--- src/design/sws_pkg.sv ---
package sws_pkg;

    localparam int DEPTH  = 16;
    localparam int DATA_W = 32;
    localparam int MODE_W = 3;
    localparam int IDX_W  = $clog2(DEPTH);
    localparam int CNT_W  = $clog2(DEPTH + 1);

    localparam logic [MODE_W-1:0] MODE_PUSH    = 3'd0;
    localparam logic [MODE_W-1:0] MODE_POP     = 3'd1;
    localparam logic [MODE_W-1:0] MODE_PEEK    = 3'd2;
    localparam logic [MODE_W-1:0] MODE_REM_VAL = 3'd3;
    localparam logic [MODE_W-1:0] MODE_REM_IDX = 3'd4;
    localparam logic [MODE_W-1:0] MODE_CLEAR   = 3'd5;

    typedef logic [1:0] t_shift;

    localparam t_shift SH_HOLD = 2'd0;
    localparam t_shift SH_DOWN = 2'd1;
    localparam t_shift SH_UP   = 2'd2;
    localparam t_shift SH_REM  = 2'd3;

    typedef struct packed {
        logic                     cmp_en;
        logic                     by_value;
        t_shift                   shift;
        logic signed [DATA_W-1:0] value;
        logic [IDX_W-1:0]         index;
        logic [CNT_W-1:0]         count;
    } t_cell_ctrl;

endpackage

--- src/design/sws_if.sv ---
interface sws_req_if;
    logic                              valid;
    logic                              ready;
    logic [sws_pkg::MODE_W-1:0]        mode;
    logic signed [sws_pkg::DATA_W-1:0] value;
    logic [sws_pkg::IDX_W-1:0]         index;

    modport source (output valid, mode, value, index, input ready);
    modport sink (input valid, mode, value, index, output ready);
endinterface

interface sws_rsp_if;
    logic                              valid;
    logic                              ready;
    logic signed [sws_pkg::DATA_W-1:0] result_value;
    logic                              ok;
    logic [sws_pkg::CNT_W-1:0]         count;
    logic                              empty_res;

    modport source (output valid, result_value, ok, count, empty_res, input ready);
    modport sink (input valid, result_value, ok, count, empty_res, output ready);
endinterface

--- src/design/stack_with_search_removal.sv ---
// Each request runs a compare pass over the cell row, then an update pass
// in which every cell shifts or holds; the result word is registered in
// the update pass.
// A new request is taken in the update cycle of the previous one; a result
// still waiting at the output holds the update cycle until it is taken.
// Synchronous active-low reset clears the entry count and handshake state;
// cell contents are undefined until pushed.
module stack_with_search_removal (
    input  logic       i_clk,
    input  logic       i_rst_n,
    sws_req_if.sink    i_req,
    sws_rsp_if.source  o_rsp
);

    localparam logic [1:0] S_IDLE = 2'd0;
    localparam logic [1:0] S_CMP  = 2'd1;
    localparam logic [1:0] S_UPD  = 2'd2;

    logic [1:0]                          r_state;
    logic [1:0]                          n_state;
    logic [sws_pkg::MODE_W-1:0]          r_mode;
    logic signed [sws_pkg::DATA_W-1:0]   r_value;
    logic [sws_pkg::IDX_W-1:0]           r_index;
    logic [sws_pkg::CNT_W-1:0]           r_count;
    logic                                r_out_valid;
    logic signed [sws_pkg::DATA_W-1:0]   r_res;
    logic                                r_ok;
    logic [sws_pkg::CNT_W-1:0]           r_out_count;

    logic signed [sws_pkg::DATA_W-1:0]   n_res;
    logic                                n_ok;
    logic [sws_pkg::CNT_W-1:0]           n_count;
    sws_pkg::t_shift                     shift;
    sws_pkg::t_cell_ctrl                 ctrl;
    logic                                accept;
    logic                                upd_done;

    logic signed [sws_pkg::DATA_W-1:0]   cell_entry [sws_pkg::DEPTH];
    logic                                hit_chain [sws_pkg::DEPTH+1];

    assign upd_done    = (r_state == S_UPD) && (!r_out_valid || o_rsp.ready);
    assign i_req.ready = (r_state == S_IDLE) || upd_done;
    assign accept      = i_req.valid && i_req.ready;

    always_comb begin
        n_state = r_state;
        case (r_state)
            S_IDLE: begin
                if (accept) begin
                    n_state = S_CMP;
                end
            end
            S_CMP: n_state = S_UPD;
            S_UPD: begin
                if (upd_done) begin
                    n_state = accept ? S_CMP : S_IDLE;
                end
            end
            default: n_state = S_IDLE;
        endcase
    end

    always_comb begin
        n_res   = '0;
        n_ok    = 1'b0;
        n_count = r_count;
        shift   = sws_pkg::SH_HOLD;
        case (r_mode)
            sws_pkg::MODE_PUSH: begin
                if (r_count < sws_pkg::CNT_W'(sws_pkg::DEPTH)) begin
                    n_count = r_count + sws_pkg::CNT_W'(1);
                    n_ok    = 1'b1;
                    shift   = sws_pkg::SH_DOWN;
                end
            end
            sws_pkg::MODE_POP: begin
                if (r_count != '0) begin
                    n_res   = cell_entry[0];
                    n_count = r_count - sws_pkg::CNT_W'(1);
                    n_ok    = 1'b1;
                    shift   = sws_pkg::SH_UP;
                end
            end
            sws_pkg::MODE_PEEK: begin
                if (r_count != '0) begin
                    n_res = cell_entry[0];
                    n_ok  = 1'b1;
                end
            end
            sws_pkg::MODE_REM_VAL, sws_pkg::MODE_REM_IDX: begin
                shift = sws_pkg::SH_REM;
                if (hit_chain[sws_pkg::DEPTH]) begin
                    n_count = r_count - sws_pkg::CNT_W'(1);
                    n_ok    = 1'b1;
                end
            end
            sws_pkg::MODE_CLEAR: begin
                n_count = '0;
                n_ok    = 1'b1;
            end
            default: n_ok = 1'b0;
        endcase
    end

    always_comb begin
        ctrl.cmp_en   = (r_state == S_CMP);
        ctrl.by_value = (r_mode == sws_pkg::MODE_REM_VAL);
        ctrl.shift    = upd_done ? shift : sws_pkg::SH_HOLD;
        ctrl.value    = r_value;
        ctrl.index    = r_index;
        ctrl.count    = r_count;
    end

    // cell 0 holds the top; a push drops everything one cell down
    assign hit_chain[0] = 1'b0;

    for (genvar k = 0; k < sws_pkg::DEPTH; k++) begin : g_cell
        logic signed [sws_pkg::DATA_W-1:0] upper;
        logic signed [sws_pkg::DATA_W-1:0] lower;

        if (k == 0) begin : g_first
            assign upper = r_value;
        end else begin : g_mid
            assign upper = cell_entry[k-1];
        end

        if (k == sws_pkg::DEPTH - 1) begin : g_last
            assign lower = '0;
        end else begin : g_inner
            assign lower = cell_entry[k+1];
        end

        sws_cell #(
            .CELL_POS (k)
        ) u_cell (
            .i_clk       (i_clk),
            .i_ctrl      (ctrl),
            .i_upper     (upper),
            .i_lower     (lower),
            .i_hit_above (hit_chain[k]),
            .o_entry     (cell_entry[k]),
            .o_hit_below (hit_chain[k+1])
        );
    end

    always_ff @(posedge i_clk) begin
        if (!i_rst_n) begin
            r_state     <= S_IDLE;
            r_count     <= '0;
            r_out_valid <= 1'b0;
        end else begin
            r_state <= n_state;
            if (upd_done) begin
                r_count     <= n_count;
                r_out_valid <= 1'b1;
            end else if (o_rsp.ready) begin
                r_out_valid <= 1'b0;
            end
        end
    end

    always_ff @(posedge i_clk) begin
        if (accept) begin
            r_mode  <= i_req.mode;
            r_value <= i_req.value;
            r_index <= i_req.index;
        end
        if (upd_done) begin
            r_res       <= n_res;
            r_ok        <= n_ok;
            r_out_count <= n_count;
        end
    end

    assign o_rsp.valid        = r_out_valid;
    assign o_rsp.result_value = r_res;
    assign o_rsp.ok           = r_ok;
    assign o_rsp.count        = r_out_count;
    assign o_rsp.empty_res    = (r_out_count == '0);

`ifndef SYNTHESIS
    a_count_bound: assert property (@(posedge i_clk) disable iff (!i_rst_n)
        r_count <= sws_pkg::CNT_W'(sws_pkg::DEPTH))
        else $error("entry count beyond depth");

    a_cmp_then_upd: assert property (@(posedge i_clk) disable iff (!i_rst_n)
        r_state == S_CMP |=> r_state == S_UPD)
        else $error("compare pass not followed by update");

    a_push_grows: assert property (@(posedge i_clk) disable iff (!i_rst_n)
        upd_done && r_mode == sws_pkg::MODE_PUSH && n_ok
        |=> r_count == $past(r_count) + sws_pkg::CNT_W'(1))
        else $error("accepted push did not grow the stack");

    a_out_from_upd: assert property (@(posedge i_clk) disable iff (!i_rst_n)
        $rose(r_out_valid) |-> $past(r_state) == S_UPD)
        else $error("result word raised outside the update cycle");
`endif

endmodule

--- src/design/sws_cell.sv ---
module sws_cell #(
    parameter int CELL_POS = 0
) (
    input  logic                              i_clk,
    input  sws_pkg::t_cell_ctrl               i_ctrl,
    input  logic signed [sws_pkg::DATA_W-1:0] i_upper,
    input  logic signed [sws_pkg::DATA_W-1:0] i_lower,
    input  logic                              i_hit_above,
    output logic signed [sws_pkg::DATA_W-1:0] o_entry,
    output logic                              o_hit_below
);

    logic signed [sws_pkg::DATA_W-1:0] r_entry;
    logic                              r_hit;
    logic                              occupied;
    logic                              n_hit;

    assign occupied = sws_pkg::CNT_W'(CELL_POS) < i_ctrl.count;

    always_comb begin
        if (i_ctrl.by_value) begin
            n_hit = occupied && (r_entry == i_ctrl.value);
        end else begin
            n_hit = occupied && (sws_pkg::IDX_W'(CELL_POS) == i_ctrl.index);
        end
    end

    // everything below the topmost hit closes up the gap
    assign o_hit_below = i_hit_above | r_hit;

    always_ff @(posedge i_clk) begin
        if (i_ctrl.cmp_en) begin
            r_hit <= n_hit;
        end
        case (i_ctrl.shift)
            sws_pkg::SH_DOWN: r_entry <= i_upper;
            sws_pkg::SH_UP:   r_entry <= i_lower;
            sws_pkg::SH_REM: begin
                if (o_hit_below) begin
                    r_entry <= i_lower;
                end
            end
            default: r_entry <= r_entry;
        endcase
    end

    assign o_entry = r_entry;

endmodule

--- src/flat_wrapper.sv ---
// flat-port wrapper written by rule: the top's interface ports become plain ports
module stack_with_search_removal_flat 
  (i_clk, i_rst_n, i_req_valid, i_req_mode, i_req_value, i_req_index, i_req_ready, o_rsp_valid, o_rsp_result_value, o_rsp_ok, o_rsp_count, o_rsp_empty_res, o_rsp_ready);
  sws_req_if i_req_i ();
  sws_rsp_if o_rsp_i ();
  input  logic i_clk;
  input  logic i_rst_n;
  input wire logic [$bits(i_req_i.valid)-1:0] i_req_valid;
  input wire logic [$bits(i_req_i.mode)-1:0] i_req_mode;
  input wire logic [$bits(i_req_i.value)-1:0] i_req_value;
  input wire logic [$bits(i_req_i.index)-1:0] i_req_index;
  output wire logic [$bits(i_req_i.ready)-1:0] i_req_ready;
  output wire logic [$bits(o_rsp_i.valid)-1:0] o_rsp_valid;
  output wire logic [$bits(o_rsp_i.result_value)-1:0] o_rsp_result_value;
  output wire logic [$bits(o_rsp_i.ok)-1:0] o_rsp_ok;
  output wire logic [$bits(o_rsp_i.count)-1:0] o_rsp_count;
  output wire logic [$bits(o_rsp_i.empty_res)-1:0] o_rsp_empty_res;
  input wire logic [$bits(o_rsp_i.ready)-1:0] o_rsp_ready;
  assign i_req_i.valid = i_req_valid;
  assign i_req_i.mode = i_req_mode;
  assign i_req_i.value = i_req_value;
  assign i_req_i.index = i_req_index;
  assign i_req_ready = i_req_i.ready;
  assign o_rsp_valid = o_rsp_i.valid;
  assign o_rsp_result_value = o_rsp_i.result_value;
  assign o_rsp_ok = o_rsp_i.ok;
  assign o_rsp_count = o_rsp_i.count;
  assign o_rsp_empty_res = o_rsp_i.empty_res;
  assign o_rsp_i.ready = o_rsp_ready;
  stack_with_search_removal u_core (.i_clk(i_clk), .i_rst_n(i_rst_n), .i_req(i_req_i), .o_rsp(o_rsp_i));
endmodule
--- config.mk ---
export PLATFORM = sky130hd
export DESIGN_NAME = stack_with_search_removal_flat
export DESIGN_NICKNAME = d
export VERILOG_FILES = /design/src/design/sws_pkg.sv /design/src/design/sws_if.sv /design/src/design/stack_with_search_removal.sv /design/src/design/sws_cell.sv /design/src/flat_wrapper.sv
export SDC_FILE = /design/constraint.sdc
export NUM_CORES = 1
export LEC_CHECK = 0
export CORE_ASPECT_RATIO = 2
export CORE_MARGIN = 2
export CORE_UTILIZATION = 64
export CTS_CLUSTER_DIAMETER = 80
export CTS_CLUSTER_SIZE = 16
export DETAILED_ROUTE_END_ITERATION = 6
export DONT_BUFFER_PORTS = 1
export PLACE_DENSITY = 0.8
export SLEW_MARGIN = 30
export SYNTH_ARGS = -nofsm -noshare
export SYNTH_HDL_FRONTEND = slang
export SYNTH_HIERARCHICAL = 1
export SYNTH_SLANG_ARGS = --single-unit
--- constraint.sdc ---
create_clock -name i_clk -period 6.9 [get_ports i_clk]
set_input_delay 1.035 -clock i_clk [delete_from_list [all_inputs] [get_ports i_clk]]
set_output_delay 1.035 -clock i_clk [all_outputs]
set_load 0.05 [all_outputs]
* After elaboration in Yosys (flattened, before gate mapping)
Cells that the tools add are included.
W data, S select, Z words.
** Cells by class
- Mux-type cells :: 66
- Add/subtract/negate cells :: 2
- Bitwise gates (word level) :: 15
- Order comparisons :: 17
- Reductions and logical operators :: 64
- Equality and inequality tests :: 59
** Operators with widths (count)
- $pmux W32 S3 :: 16
- $eq A32 B32 Y1 :: 16
- $mux W32 :: 16
- $lt A4 B5 Y1 const A :: 8
- $reduce_and A2 Y1 :: 18
- $logic_and A1 B1 Y1 :: 34
- $eq A4 B4 Y1 const A :: 8
- $ne A2 B2 Y1 const B :: 16
- $mux W1 :: 23
- $lt A3 B5 Y1 const A :: 4
- $pmux W5 S4 :: 1
- $eq A3 B4 Y1 const A :: 4
- $mux W5 :: 3
- $or A1 B1 Y1 :: 15
- $pmux W2 S3 :: 2
- $lt A1 B5 Y1 const A :: 2
- $lt A2 B5 Y1 const A :: 2
- $eq A2 B4 Y1 const A :: 2
- $mux W2 :: 4
- $eq A2 B2 Y1 const B :: 3
- $eq A3 B2 Y1 const B :: 2
- $eq A3 B3 Y1 const B :: 2
- $add A5 B1 Y5 const B :: 1
- $logic_not A5 Y1 :: 1
- other kinds (16) :: 20
** Word-level totals
- Output and inout bits :: 41
- Input bits :: 43
- Bits in registers :: 613
- Logic and storage cells :: 264

* Logic depth before layout (Yosys ltp)
- Word-level depth :: 17
- Gate-level depth with buffers :: 21
- Gate-level depth less buffers :: 21

* Cells and area by module
The synthesis kept the hierarchy.
** Modules (own cells, without submodules)
- sws_cell at u_core.g_cell[14].u_cell ... :: cells each 121, sequential area each 991.0 um^2, times used 2, area each 1773.0 um^2
- sws_cell at u_core.g_cell[2].u_cell ... :: cells each 121, sequential area each 991.0 um^2, times used 2, area each 1771.7 um^2
- sws_cell at u_core.g_cell[5].u_cell ... :: cells each 121, sequential area each 991.0 um^2, times used 2, area each 1767.9 um^2
- stack_with_search_removal :: cells each 235, sequential area each 2472.4 um^2, times used 1, area each 3478.3 um^2
- sws_cell at u_core.g_cell[4].u_cell :: cells each 122, sequential area each 991.0 um^2, times used 1, area each 1775.5 um^2
- sws_cell at u_core.g_cell[10].u_cell :: cells each 122, sequential area each 991.0 um^2, times used 1, area each 1771.7 um^2
- sws_cell at u_core.g_cell[13].u_cell :: cells each 121, sequential area each 991.0 um^2, times used 1, area each 1770.4 um^2
- sws_cell at u_core.g_cell[11].u_cell :: cells each 121, sequential area each 991.0 um^2, times used 1, area each 1769.2 um^2
- sws_cell at u_core.g_cell[12].u_cell :: cells each 122, sequential area each 991.0 um^2, times used 1, area each 1769.2 um^2
- sws_cell at u_core.g_cell[1].u_cell :: cells each 121, sequential area each 991.0 um^2, times used 1, area each 1765.4 um^2
- sws_cell at u_core.g_cell[0].u_cell :: cells each 121, sequential area each 991.0 um^2, times used 1, area each 1764.2 um^2
- sws_cell at u_core.g_cell[3].u_cell :: cells each 121, sequential area each 991.0 um^2, times used 1, area each 1761.7 um^2
- sws_cell at u_core.g_cell[7].u_cell :: cells each 120, sequential area each 991.0 um^2, times used 1, area each 1760.4 um^2
- sws_cell at u_core.g_cell[15].u_cell :: cells each 119, sequential area each 991.0 um^2, times used 1, area each 1756.7 um^2

* Worst setup path after synthesis
Ideal clock, no wire load.
- Path kind :: reg-to-reg
- Start :: reg u_core.g_cell[0].u_cell.r_hit
- End :: reg u_core.r_out_count (netlist bit u_core/o_rsp.count[0]), data pin
- Data required time :: 6.640 ns
- Clock period less this slack :: 5.683 ns
- Stages on the path, launching flop included :: 21
- Setup time :: 0.260 ns
- Data arrival time :: 5.423 ns
- Slack :: 1.217 ns
- Buffers on the path :: 0
- Path through :: edfxtp_1 or2_2 or2_2 or2_2 or2_2 or2_2 or2_2 or2_1 or2_2 or2_2 or2_2 or2_2 or2_2 or2_2 or2_2 or2_2 or2_2 nand4b_1 o311a_4 nand2_2 mux2_4
** RTL lines
- start: declaration :: RTL line sws_cell.sv:14 : logic r_hit;
- start signal: assignment :: RTL line sws_cell.sv:33 : r_hit <= n_hit;
- end signal: assignment :: RTL line stack_with_search_removal.sv:171 : r_out_count <= n_count;
- end: declaration :: RTL line stack_with_search_removal.sv:28 : logic [sws_pkg::CNT_W-1:0] r_out_count;

==> implementation parameters <==
Parameter                              Value

Status
  Status    complete, no violations

Timing
  Setup skew after layout    0.0206 ns
  Tightest hold margin    0.548 ns
  Crit path time final    6.20 ns
  Final hold violation count    0
  Worst max-slew margin expressed relative to the limit    0.265
  Number of pins with negative max-slew slack in the final report    0
  Fin crit share    0.899
  Post-Route Setup TNS    0 ns
  Measured slew at the worst slew-check pin    1.09 ns
  Maximum clock frequency    161 MHz
  Total of endpoints with negative setup slack in the final report    0
  Setup ws final    0.695 ns
  RSZ-0062 raised after global routing    false

Drt
  Total via count after detailed routing    17900
  DRC violations left    0
  Routed WL    66.8 mm
  WL/cell    23.3 µm
  Number of optimization iterations in the first detailed-route pass    7
  DRC marker count from the first detailed-route iteration    1705
  Remaining antenna violation count after routing    0
  Average via count per standard cell    6.24

Worst setup path
  Worst Setup End Kind    flip-flop
  Cell family with the largest share of critical-path delay    simple AND/OR/NAND/NOR gates
  Highest fanout seen on the critical path    8
  Arrival time reported for the critical path endpoint    6.51 ns
  Crit path cell chain    or2_2 -> or2_2 -> or2_2 -> or2_2 -> or2_2 -> or2_2 -> or2_1 -> or2_2 -> or2_2 -> or2_2 -> or2_2 -> or2_2 -> or2_2 -> or2_2 -> or2_2 -> or2_2 -> nand4b_1 -> o311a_4 -> o21ai_0 -> nand2_1 -> o311ai_1
  Type of element launching the critical path    flip-flop
  Reg2reg setup slack    0.70 ns
  Cell with the largest stage delay on the worst path    sky130_fd_sc_hd__or2_2
  Worst EP required    7.20 ns
  CP most frequent cell    sky130_fd_sc_hd__or2_2
  Delay of the slowest cell on the worst path    0.42 ns
  Worst path buffer plus inverter count    0
  Crit Path Category    reg2reg

Yosys
  Share of the yosys chip area belonging to registers    0.577
  Total standard cell area after synthesis    31800 µm²
  Flip-flop cell with the highest count after synthesis    sky130_fd_sc_hd__edfxtp_1
  Yosys warning total    6
  Average cell area after synthesis    14.6 µm²
  Gate Count Post-Synth    2171
  Post-synth EDFFs    605
  Distinct cell type count of the synthesized netlist    67
  Proportion of register bits with asynchronous set or reset after synthesis    0
  Yosys reg bits    613

Floorplanning
  Die width    162 µm
  Cell row count    115
  Floorplan die area    51500 µm²
  Area of the placeable core    49100 µm²
  Starting density of the core    0.647
  Die Y    319 µm
  Total I/O pin count    84

Clock tree
  Post-CTS Setup Inserts    0
  Clock network latency to the later pin of the worst-skew pair    0.58 ns
  Clock buffer count from CTS    44
  Clk sink count    613
  Post-CTS Resized    0
  Reg clk slew, reported paths    0.07 ns
  Maximum level of the CTS H-tree    2
  CTS tree    built
  Maximum clock path buffer count    3
  Clock root cell    sky130_fd_sc_hd__clkbuf_16
  Hold bufs inserted after CTS    0

Cells and area
  Fraction of final layout cells sized beyond drive strength 1    0.274
  Net total in the final layout    2265
  Leading cell type in the layout, fill and taps excluded    sky130_fd_sc_hd__edfxtp_1
  Register cell area after layout    18300 µm²
  Filler Cells Inserted    3286
  Commonest cells after routing, fill and taps aside    sky130_fd_sc_hd__edfxtp_1, sky130_fd_sc_hd__xnor2_1, sky130_fd_sc_hd__mux2_2
  Final instance count without filler cells    2873
  Multi-input gate area    13300 µm²
  Layout area overhead    8.19%

Placed design
  Pre-CTS WS    0.852 ns
  Post-Place Cells    2799
  GPL Wtd Cong    0.861
  Dpl hpwl    47.2 mm
  Port Buffers    0

Global routing
  First-pass GRT wire length    103 mm
  Met1 usage    0.313
  Global-route total usage across every layer    0.257
  Maximum number of pins on one net before global-route repair    208
  Total gr overflow    0
  GR met3 Demand/Resource    0.0238
  Vias in the first global route    18500
  Initial antenna violation count    1
  M2 GR Usage    0.452
  Most Used Layer, Global Route    met2

Worst hold path
  Worst min path class    in2reg

Power
  P per Cell Area    212 nW/µm²
  Leakage power    10.3 nW
  Maximum VDD drop    0.186 mV

Job
  Max Cap Violations    0
[power by group]
group | switching [W] | internal, W | total (W) | leakage (nW)
clock network | 0.00121 | 0.00118 | 0.00239 | 0.580
registers | 0.000147 | 0.00418 | 0.00433 | 5.60
logic | 0.000295 | 0.000291 | 0.000586 | 4.14
[routing by layer]
| layer | vias to the layer above | wire length (µm) |
|---|---|---|
| met5 | - | 0 |
| met4 | 0 | 3460 |
| met3 | 156 | 2380 |
| met2 | 528 | 35200 |
| met1 | 9046 | 25800 |
| li1 | 8208 | - |
[worst paths after layout]
| path | startpoint | end | cells after the start |
|---|---|---|---|
| min reg2reg | u_core/r_state[1] | u_core/o_rsp.valid | 2 |
| max | u_core/g_cell[0].u_cell/r_hit | u_core/o_rsp.count[4] | 21 |
| min | i_req_value[6] | u_core/g_cell[0].upper[6] | 0 |
| max reg2reg | u_core/g_cell[0].u_cell/r_hit | u_core/o_rsp.count[4] | 21 |
[state kept, by name, summed over array words and instances (netlist names)]
name                          cells
u_core/o_rsp.count                5
u_core/r_index                    4
u_core/g_cell.u_cell/r_hit       16
u_core/o_rsp.result_value        32
u_core/r_count                    5
u_core/g_cell.u_cell/o_entry    512
u_core/r_mode                     3
u_core/o_rsp.valid                1
u_core/g_cell.upper              32
u_core/r_state                    2
u_core/o_rsp.ok                   1
[cell type report]
type,count,area share
flip-flops and latches,613,0.533
well taps,643,0.0234
clock buffers,53,0.0336
diodes,1,0.0000728
clock inverters,3,0.000983
inverters,12,0.00131
multi-input cells,1502,0.386
repair buffers,46,0.0211
[cells in the mapped netlist, types with 8 or more instances]
library cell               instances  area (µm²)
sky130_fd_sc_hd__mux2_2          452        5090
sky130_fd_sc_hd__edfxtp_1        605       18200
sky130_fd_sc_hd__o21ai_0          13        65.1
sky130_fd_sc_hd__buf_2            67         335
sky130_fd_sc_hd__o22ai_1           9        56.3
sky130_fd_sc_hd__nor4_1           39         244
sky130_fd_sc_hd__inv_1            12        45.0
sky130_fd_sc_hd__dfxtp_1           8         160
sky130_fd_sc_hd__xor2_1           32         280
sky130_fd_sc_hd__nand4_1         122         763
sky130_fd_sc_hd__and2_1           33         206
sky130_fd_sc_hd__a21oi_1          21         105
sky130_fd_sc_hd__nor2_1           59         221
sky130_fd_sc_hd__or2_2            16         100
sky130_fd_sc_hd__nand2_1          39         146
sky130_fd_sc_hd__xnor2_1         482        4220
sky130_fd_sc_hd__mux2_1           60         676
[worst reg2reg max path, cell delays in order (launching register included)]
cell and delay [ns]:
sky130_fd_sc_hd__edfxtp_1 0.37, sky130_fd_sc_hd__or2_2 0.32, sky130_fd_sc_hd__or2_2 0.29, sky130_fd_sc_hd__or2_2 0.29, sky130_fd_sc_hd__or2_2 0.28, sky130_fd_sc_hd__or2_2 0.29, sky130_fd_sc_hd__or2_2 0.29, sky130_fd_sc_hd__or2_1 0.23
sky130_fd_sc_hd__or2_2 0.28, sky130_fd_sc_hd__or2_2 0.29, sky130_fd_sc_hd__or2_2 0.29, sky130_fd_sc_hd__or2_2 0.29, sky130_fd_sc_hd__or2_2 0.30, sky130_fd_sc_hd__or2_2 0.29, sky130_fd_sc_hd__or2_2 0.30, sky130_fd_sc_hd__or2_2 0.30
sky130_fd_sc_hd__or2_2 0.42, sky130_fd_sc_hd__nand4b_1 0.21, sky130_fd_sc_hd__o311a_4 0.28, sky130_fd_sc_hd__o21ai_0 0.13, sky130_fd_sc_hd__nand2_1 0.10, sky130_fd_sc_hd__o311ai_1 0.09
[metrics by stage]
stage,total power (W),utilization,cell area (µm²)
finish,0.00730,0.700,34400
global route,0.00753,0.700,34400
CTS,0.00734,0.692,34000
detailed placement,0.00497,0.668,32800
global placement,0.00494,0.665,32600
floorplan,0.00481,-,31900
[cell families after synthesis]
kind of cell | Yosys count | synth area share
AND/OR/NAND/NOR | 356 | 0.0648
adder cells (fa/ha/maj) | 3 | 0.00118
multiplexers | 514 | 0.182
XOR/XNOR | 514 | 0.142
buffers and inverters | 88 | 0.0141
AO/OA/AOI/OAI | 82 | 0.0189
other | 1 | 0.000118
flip-flops | 613 | 0.577
(Power assumes the default switching activity.)
